[config.mk]
export PLATFORM = sky130hd
export DESIGN_NAME = lhc_cell
export DESIGN_NICKNAME = d
export VERILOG_FILES = /design/src/hw/rtl/lhc_pkg.sv /design/src/hw/rtl/lhc_cell.sv
export SDC_FILE = /design/constraint.sdc
export NUM_CORES = 1
export LEC_CHECK = 0
export BUFFER_PORTS_ARGS = -buffer_cell sky130_fd_sc_hd__buf_4
export CAP_MARGIN = 20
export CORE_AREA = 4 4 125 127
export CTS_CLUSTER_SIZE = 30
export DETAILED_ROUTE_END_ITERATION = 10
export DIE_AREA = 0 0 129 131
export PLACE_DENSITY = 0.65
export RECOVER_POWER = 50
export REMOVE_ABC_BUFFERS = 1
export SYNTH_ARGS = -nofsm -noshare
export SYNTH_HDL_FRONTEND = slang
export SYNTH_SLANG_ARGS = --single-unit
[constraint.sdc]
create_clock -name clk -period 2.1 [get_ports clk]
set_clock_uncertainty 0.15 [all_clocks]
set_input_delay 0.42 -clock clk [delete_from_list [all_inputs] [get_ports clk]]
set_output_delay 0.42 -clock clk [all_outputs]
set_load 0.03 [all_outputs]
[src/hw/rtl/lhc_pkg.sv]
`timescale 1ns / 1ps
// ----------------------------------------------------------------------------
// lhc_pkg - shared types and constants for the LRU handle cache
// Sizes, the cell entry layout, the per-cell control group and FSM states.
// ----------------------------------------------------------------------------
package lhc_pkg;

	localparam int MAX_ENTRIES = 64;
	localparam int KEY_BITS    = 64;
	localparam int KEY_IN_BITS = 64;
	localparam int HANDLE_BITS = 64;
	localparam int CAP_BITS    = 7;
	localparam int CNT_BITS    = $clog2(MAX_ENTRIES + 1);
	localparam int CMP_BITS    = (CNT_BITS > CAP_BITS) ? CNT_BITS : CAP_BITS;

	localparam logic [CAP_BITS-1:0] CAP_RESET = CAP_BITS'(5);

	typedef enum logic {
		CMD_INSERT = 1'b0,
		CMD_LOOKUP = 1'b1
	} cmd_t;

	typedef enum logic {
		ST_IDLE,
		ST_BUSY
	} state_t;

	typedef struct packed {
		logic                   valid;
		logic [KEY_BITS-1:0]    key;
		logic [HANDLE_BITS-1:0] handle;
	} entry_t;

	typedef struct packed {
		logic cmp;   // register key compare result
		logic load;  // take entry from the upstream neighbour
	} cell_ctrl_t;

endpackage

[src/hw/rtl/lhc_cell.sv]
`timescale 1ns / 1ps
// ----------------------------------------------------------------------------
// lhc_cell - one position of the recency chain
// Holds one entry, compares it against the request key, and loads the
// entry of its warmer neighbour when told to shift.
// ----------------------------------------------------------------------------
module lhc_cell (
	input  logic                            clk,
	input  logic                            arst_n,
	input  lhc_pkg::cell_ctrl_t             ctrl,
	input  logic [lhc_pkg::KEY_BITS-1:0]    cmp_key,
	input  lhc_pkg::entry_t                 up,
	output lhc_pkg::entry_t                 cur,
	output logic                            match
);
	import lhc_pkg::*;

	logic                   valid_q;
	logic [KEY_BITS-1:0]    key_q;
	logic [HANDLE_BITS-1:0] handle_q;
	logic                   match_q;

	always_ff @(posedge clk or negedge arst_n) begin
		if (!arst_n) begin
			valid_q <= 1'b0;
			match_q <= 1'b0;
		end else begin
			if (ctrl.load) begin
				valid_q <= up.valid;
			end
			if (ctrl.cmp) begin
				match_q <= valid_q && (key_q == cmp_key);
			end
		end
	end

	// payload, no reset
	always_ff @(posedge clk) begin
		if (ctrl.load) begin
			key_q    <= up.key;
			handle_q <= up.handle;
		end
	end

	assign cur.valid  = valid_q;
	assign cur.key    = key_q;
	assign cur.handle = handle_q;
	assign match      = match_q;

endmodule

# --- After elaboration in Yosys (flattened, before gate mapping) ---
# Index checks and enable logic that the tools add are counted.
word_totals:
  ff_bits: 130
  word_cells: 6
op_classes:
  n_eq_ne: 1
  reduce_logical: 1
op_table:
  columns: ["operator", "count"]
  rows:
  - ["equality test 64 bit", 1]
  - ["logical AND 1 bit", 1]

# --- Logic depth before layout (Yosys ltp) ---
# Gate-level depths: netlist (run 1).
depth:
  ltp_word: 2
  depth_mapped: 5
  depth_no_buf: 5

# --- Least setup slack after synthesis (run 1) ---
# OpenSTA, ideal clock, no wires.
synth_path:
  path_type: "register to register"
  from: "register key_q[52]"
  to: "register match_q (netlist: match)"
  arrival_ns: 1.650
  t_required_ns: 1.870
  path_slack_ns: 0.220
  path_stages_with_launch: 6
  n_path_buf: 0
  period_less_slack_ns: 1.880
  path_cell_list: "edfxtp_1 xor2_1 a2111o_1 a2111oi_2 nand4_1 o22ai_2"
synth_between:
  elab_chain_cells: 2
synth_lines:
  columns: ["item", "line_no", "rtl"]
  rows:
  - ["from (decl)", "lhc_cell.sv:19", "logic [KEY_BITS-1:0] key_q;"]
  - ["from (signal assigned)", "lhc_cell.sv:40", "key_q <= up.key;"]
  - ["equality test 64 bit", "lhc_cell.sv:32", "match_q <= valid_q && (key_q == cmp_key);"]
  - ["logical AND 1 bit", "lhc_cell.sv:32", null]
  - ["to (signal assigned)", "lhc_cell.sv:32", null]
  - ["to (decl)", "lhc_cell.sv:21", "logic match_q;"]
# No other way between the ends.
# A chain may end at the register's enable or synchronous reset.

# --- Worst setup path after layout (run 1) ---
layout_path:
  from: "input port ctrl[0] (netlist name)"
  to: "register key_q[29], enable pin"
layout_lines:
  columns: ["item", "line_no", "rtl"]
  rows:
  - ["from (decl)", "lhc_cell.sv:10", "input lhc_pkg::cell_ctrl_t ctrl,"]
# No word-level cell between the ends.

==> results.md, run 1 <==
* Final WL at 14.1 mm
* Clock-pin slew on the worst setup and hold paths at 0.06 ns
* Synth top area cells: edfxtp_1 (83%), xnor2_1 (10%), nand4_1 (1.7%), dfrtp_1 (1.1%), xor2_1 (0.94%)
* Mapped cell area at 0.00466 sq mm
* Final Setup Violations at 0
* # diodes at 0
* CP Launch Type: input pin
* Synth area leader: edfxtp_1
* R2R Path End: match
* Yosys top cell area share at 82.6%
* Yosys warnings at 0
* Critical Path Start: ctrl[0]
* Leak pwr at 3.29 nW
* Worst slew margin at 45.1%
* Pwr Density at 895 mW/mm^2
* Wire length per cell at 18.2 um
* Unrepaired setup endpoints after global routing: no
* Synth unique cells at 21
* Worst-case reg-to-reg path depth at 5
* Arrival @ worst endpoint at 1.79 ns
* Worst reg2reg path startpoint: key_q[52]
* Rows at 44
* Adder-cell share of the synthesized area at 0%
* FFs w/ async S/R, synth at 1.54%
* Pre-Repair DR Iteration Count at 4
* Die Y-Extent at 131 um
* Final net count at 777
* DIE WIDTH at 129 um
* Most instantiated cells after synthesis: edfxtp_1 (128), xnor2_1 (53), nand4_1 (13), inv_1 (7), xor2_1 (5)
* DP HPWL at 11.6 mm
* Peak Freq at 0.524 GHz
* Vias in the first global route at 3,652
* Mux cell area share after synthesis at 0.242%
* Port Buffer Count at 326
* Initial DRC Count at 106
* Grt ovf at 0
* Sequential fraction of the synthesis area at 83.6%
* Largest family of logic cells by synthesized area: XOR/XNOR gates
* Placement Setup Slack at 0.150 ns
* Max stage delay cell, worst path: buf_4
* Critical path destination: key_q[29]
* WP depth at 2
* Share of cells above drive strength 1 at 60.2%
* Primary FF master, synth: edfxtp_1
* DIE AREA at 0.0169 sq mm
* RD Place Congestion at 0.817
* Via count at 3,386
* First-pass GRT wire length at 19.8 mm
* Total power at 7.10 mW
* Post-route minimum period at 1.91 ns
* IO Pins at 327
* Post-synthesis cell count at 227
* Max clock buf depth at 2
* Post-CTS Setup Inserts at 0
* Vias per inst at 4.36
* Period utilization at 90.8%
* Most numerous cell in the Yosys netlist: edfxtp_1
* Post-Synth Simple-Gate Area at 2.77%
* Slowest stage delay, CP at 0.76 ns
* Initial core utilization at 32.3%
* Worst setup margin at 0.192 ns
* Delay-heaviest family, CP: buffers and inverters
* Final TNS setup at 0 ns
* Final core utilization at 55.0%
* Worst-path cell chain: clkbuf_1 -> buf_4
* Core box area at 0.0144 sq mm
* Compound-Gate Fraction of Synth Area at 1.72%
* Antenna viol nets, final at 0
* GRT Overall Usage at 16.0%
* Clock latency on the worst-skew pair at 0.40 ns
* Kind of end point of the critical path: flip-flop
* Worst min path class: input pin to flip-flop
* Max-Cap Viols at 0
* Max FO, Critical Path at 65
* Num CTS Buffers at 17
* Final number of max-transition violations at 0
* CTS root buffer: clkbuf_16
* EDFF count, synth at 128
* Worst EP required at 1.98 ns
* Seq cells post-synth at 130
* Outcome: finished, final reports clean
* Largest net degree at the start of global routing at 66
* Peak supply drop at 499 uV
* R2r setup slk at 0.31 ns
* CTS sink cnt at 130
* Worst-margin pin slew at 0.823 ns
* TritonCTS clock tree: built
* Synth Area in XOR/XNOR at 10.9%
* CTS H-tree depth at 4
* Area growth syn-to-layout at 70.2%
* Critical path class: input pin to flip-flop
* Drt drc at 0
* Final Hold Fails at 0
* CP Buf/Inv Count at 2
* Mean post-synth cell area at 20.5 sq um
* Initial antenna violation count at 0
final cells by class:
type | count | area [sq um]
repair buffers | 335 | 2500
clock inverters | 14 | 115
fillers | 1225 | 6500
inverters | 7 | 26.3
flip-flops and latches | 130 | 3890
well taps | 184 | 230
clock buffers | 18 | 429
multi-input cells | 89 | 728
cell families (layout without fill, tap and decap cells):
logic type,Yosys count,after routing
AOI/OAI and AO/OA,8,8
xor gates and xnor gates,58,58
buffers and inverters,8,374
DFF,130,130
muxes,1,1
and+or+nand+nor,22,22
worst min-delay path by stage:
stage	startpoint	end	slack [ns]	cells after the start
3_3_place_gp	arst_n	valid_q	0.06	1
6_report	up[24]	handle_q[24]	0.06	1
3_5_place_dp	arst_n	valid_q	0.06	1
4_1_cts	up[66]	key_q[2]	0.01	1
2_1_floorplan	arst_n	match	-0.03	0
5_1_grt	up[23]	handle_q[23]	0.03	1
what timing repair did:
item                                    4_1_cts  5_1_grt
hold buffers                                  1        0
gates resized for setup                       0        0
endpoints found under the setup margin        0        0
hold endpoints to repair                      2        0
registers in the layout (all words and copies together), names as in the netlist:
register and count:
match 1, handle_q 64, valid_q 1, key_q 64
report_power, final:
group	internal (mW)	switching (mW)
Sequential	3.09	0.105
Clock	1.62	1.07
Combinational	0.561	0.661
cell usage in the layout (no fill, tap or decap):
master / Yosys / layout
nor3_1: 3 / 3
a2111oi_2: 1 / 1
edfxtp_1: 128 / 128
buf_12: 0 / 1
mux2_2: 1 / 1
dfrtp_1: 2 / 2
clkbuf_16: 0 / 17
nor4_1: 2 / 2
xnor2_1: 53 / 53
nand4_1: 13 / 13
clkbuf_4: 0 / 124
inv_6: 0 / 2
bufinv_16: 0 / 1
a22o_1: 1 / 1
o221ai_1: 1 / 1
clkbuf_1: 0 / 8
xor2_1: 5 / 5
clkinvlp_4: 0 / 4
buf_4: 1 / 202
o22ai_1: 1 / 1
a2111o_1: 1 / 1
clkinv_4: 0 / 2
dlygate4sd3_1: 0 / 1
nor2_1: 1 / 1
o2111ai_1: 1 / 1
clkinv_2: 0 / 1
nor2b_1: 1 / 1
clkinv_1: 0 / 4
nand3_1: 2 / 2
o2bb2ai_1: 1 / 1
o22ai_2: 1 / 1
inv_1: 7 / 7
metrics by stage:
stage	area, sq um	std cells	hold slack [ns]
after global placement	7410	744	0.0570
after floorplan	4650	226	-0.0256
after detailed placement	7410	744	0.0556
after global routing	7930	777	0.0282
after CTS	7970	777	0.0123
final	7930	777	0.0606
per-layer routing:
layer  global-route usage, %  vias to the layer above  share of wire, %
li1                        -                     1581                 -
met1                    16.3                     1594                33
met2                    27.8                      188                54
met3                    8.09                       23                11
met4                    7.04                        0               2.4
met5                       0                        -                 0
Note: power is estimated with default switching activity, not from simulation.
==> inputs of run 2 (changes only) <==
- PLACE_DENSITY: 0.65 -> 0.68
- clock period: 2.1 -> 1.6 ns (I/O delays scaled with it)
==> run 2 against run 1 <==
  * The flow now finishes with violations (setup timing)
  * Wire length rose by 17%
  * Clock power rose by 33%
  * Power rose by 37%
  * Combinational power rose by 57%
  * Clock-buffer cell count rose by 1
  * Cell count rose by 17%
  * Global-route usage rose by 2.8 points
  * Setup slack got worse by 0.34 ns
  * Critical path depth rose by 3
  * First-iteration DRC count rose by 22%
  * Flip-flop and latch count did not move
  * Sequential power rose by 32%
  * Critical endpoint is now match
==> results.md, run 2 (synthesized netlist as in run 1, its figures left out) <==
* GRT Overall Usage at 18.8% (was 16.0%)
* RD Place Congestion at 0.813 (was 0.817)
* Outcome: finished with violations (was finished, final reports clean)
* Final Setup Violations at 1 (was 0)
* Vias in the first global route at 4,394 (was 3,652)
* Regs by FF count: handle_q x64, key_q x64 (unchanged)
* Antenna viol nets, final at 0 (unchanged)
* Drt drc at 0 (unchanged)
* Num CTS Buffers at 17 (unchanged)
* Initial antenna violation count at 0 (unchanged)
* Core box area at 0.0144 sq mm (unchanged)
* Non-Filler Instances at 911 (was 777)
* Met2 usage at 34.3% (was 27.8%)
* Worst min path class: input pin to async pin (was input pin to flip-flop)
* Grt ovf at 0 (unchanged)
* Die Y-Extent at 131 um (unchanged)
* First-pass GRT wire length at 23.4 mm (was 19.8 mm)
* Leading cell types in the layout, fill and taps excluded: buf_4 (263), dlygate4sd3_1 (131), edfxtp_1 (128), clkbuf_4 (63), xnor2_1 (52) (was buf_4 (202), edfxtp_1 (128), clkbuf_4 (124), xnor2_1 (53), clkbuf_16 (17))
* Pre-Repair DR Iteration Count at 4 (unchanged)
* # diodes at 0 (unchanged)
* Area occupied by multi-input gates at 752 sq um (was 728 sq um)
* Worst-margin pin slew at 0.953 ns (was 0.823 ns)
* Period utilization at 109%
* Final net count at 911 (was 777)
* DP Area at 0.00744 sq mm (was 0.00741 sq mm)
* CTS H-tree depth at 4 (unchanged)
* Clock latency on the worst-skew pair at 0.42 ns (was 0.40 ns)
* Worst-path cell chain: nor2b_1 -> a2111o_1 -> a2111oi_2 -> nand4_1 -> o22ai_2 (was clkbuf_1 -> buf_4)
* Via count at 3,969 (was 3,386)
* Rows at 44 (unchanged)
* Final number of max-transition violations at 0 (unchanged)
* Peak supply drop at 762 uV (was 499 uV)
* DP Cell Count at 748 (was 744)
* Wire length per cell at 18.2 um (about the same)
* Vias per inst at 4.36 (about the same)
* Max FO, Critical Path at 2 (was 65)
* Failing checks: setup timing
* Leading cell type in the layout, fill and taps excluded: buf_4 (unchanged)
* Final TNS setup at -0.147 ns (was 0 ns)
* Max stage delay cell, worst path: a2111o_1 (was buf_4)
* Peak Freq at 0.572 GHz
* Final WL at 16.5 mm (was 14.1 mm)
* Clock-pin slew on the worst setup and hold paths at 0.06 ns (about the same)
* Register Area at 0.00389 sq mm (unchanged)
* DP HPWL at 11.7 mm (was 11.6 mm)
* Unrepaired setup endpoints after global routing: yes (was no)
* DIE AREA at 0.0169 sq mm (unchanged)
* Worst EP required at 1.78 ns (was 1.98 ns)
* Port Buffer Count at 326 (unchanged)
* Met3 usage at 7.36% (was 8.09%)
* IO Pins at 327 (unchanged)
* Area growth syn-to-layout at 99.5% (was 70.2%)
* Final core utilization at 64.4% (was 55.0%)
* Arrival @ worst endpoint at 1.92 ns (was 1.79 ns)
* Total power at 9.69 mW (was 7.10 mW)
* GR peak layer: met2 (unchanged)
* Max-Cap Viols at 0 (unchanged)
* Initial DRC Count at 129 (was 106)
* CTS sink cnt at 130 (unchanged)
* Max clock buf depth at 2 (unchanged)
* Share of cells above drive strength 1 at 50.8% (was 60.2%)
* Slowest stage delay, CP at 0.40 ns (was 0.76 ns)
* DIE WIDTH at 129 um (unchanged)
* Initial core utilization at 32.3% (unchanged)
* CP Buf/Inv Count at 0 (was 2)
* Largest net degree at the start of global routing at 70 (was 66)
* TritonCTS clock tree: built (unchanged)
* Worst setup margin at -0.147 ns (was 0.192 ns)
* Post-route minimum period at 1.75 ns
* Leak pwr at 3.88 nW (was 3.29 nW)
* Final Hold Fails at 0 (unchanged)
* Critical path class: flip-flop to flip-flop (was input pin to flip-flop)
* Layout fillers at 1,003 (was 1,225)
* Worst slew margin at 36.4% (was 45.1%)
* Design area at 0.00929 sq mm (was 0.00793 sq mm)
* Delay-heaviest family, CP: compound AO/OA/AOI/OAI gates (was buffers and inverters)
* Kind of end point of the critical path: flip-flop (unchanged)
* Global Route met1 Usage at 18.8% (was 16.3%)
* CTS root buffer: clkbuf_16 (unchanged)
* Pwr Density at 1040 mW/mm^2 (was 895 mW/mm^2)
* CP Launch Type: flip-flop (was input pin)
-- run 2: timing repair --
item,CTS,global route
setup endpoints to repair,3,3
hold endpoints to repair,132,0
hold buffers,131,0
pin swaps,7,1
resized for setup,5,3
buffers inserted,1,1
-- run 2: metrics by stage --
step	setup slack [ns]	hold WS, ns
final	-0.147	0.0712
after global routing	-0.263	0.0758
after CTS	-0.127	0.0589
after detailed placement	-0.304	-0.0465
after global placement	-0.239	-0.0456
after floorplan	-0.280	-0.126
-- run 2: area by class of cell --
type                    instances  share of cell area, %
well taps                     184                   2.48
multi-input cells              89                   8.10
clock buffers                  19                   4.66
repair buffers                469                   41.3
clock inverters                13                   1.21
inverters                       7                  0.283
flip-flops and latches        130                   41.9
-- run 2: path summary, 6_finish.rpt --
kind	startpoint	cells past startpoint	slack (ns)	to
worst max-delay path	key_q[45]	5	-0.15	match
worst min-delay path	arst_n	2	0.07	valid_q
worst max register to register	key_q[45]	5	-0.15	match
worst min register to register	match	2	0.41	match
max in group asynchronous	arst_n	2	1.11	match
min in group clk	cmp_key[51]	4	0.12	match
-- run 2: worst reg2reg max path: stages (launching register included) --
cell       delay, ns
edfxtp_1        0.38
nor2b_1         0.15
a2111o_1        0.40
a2111oi_2       0.29
nand4_1         0.16
o22ai_2         0.13
-- run 2: per-layer routing --
layer  routed length (um)  share of wire (%)  vias to the layer above
met3                 1440                8.7                       36
met5                    0                  0                        -
met4                  486                2.9                        0
met1                 5370                 32                     1885
met2                 9250                 56                      196
li1                     -                  -                     1852
-- run 2: report_power, final --
group | internal [mW] | leakage, nW | total (mW) | switching (mW)
Combinational | 0.961 | 2.35 | 1.91 | 0.954
Sequential | 4.05 | 1.28 | 4.20 | 0.147
Clock | 2.13 | 0.255 | 3.57 | 1.44
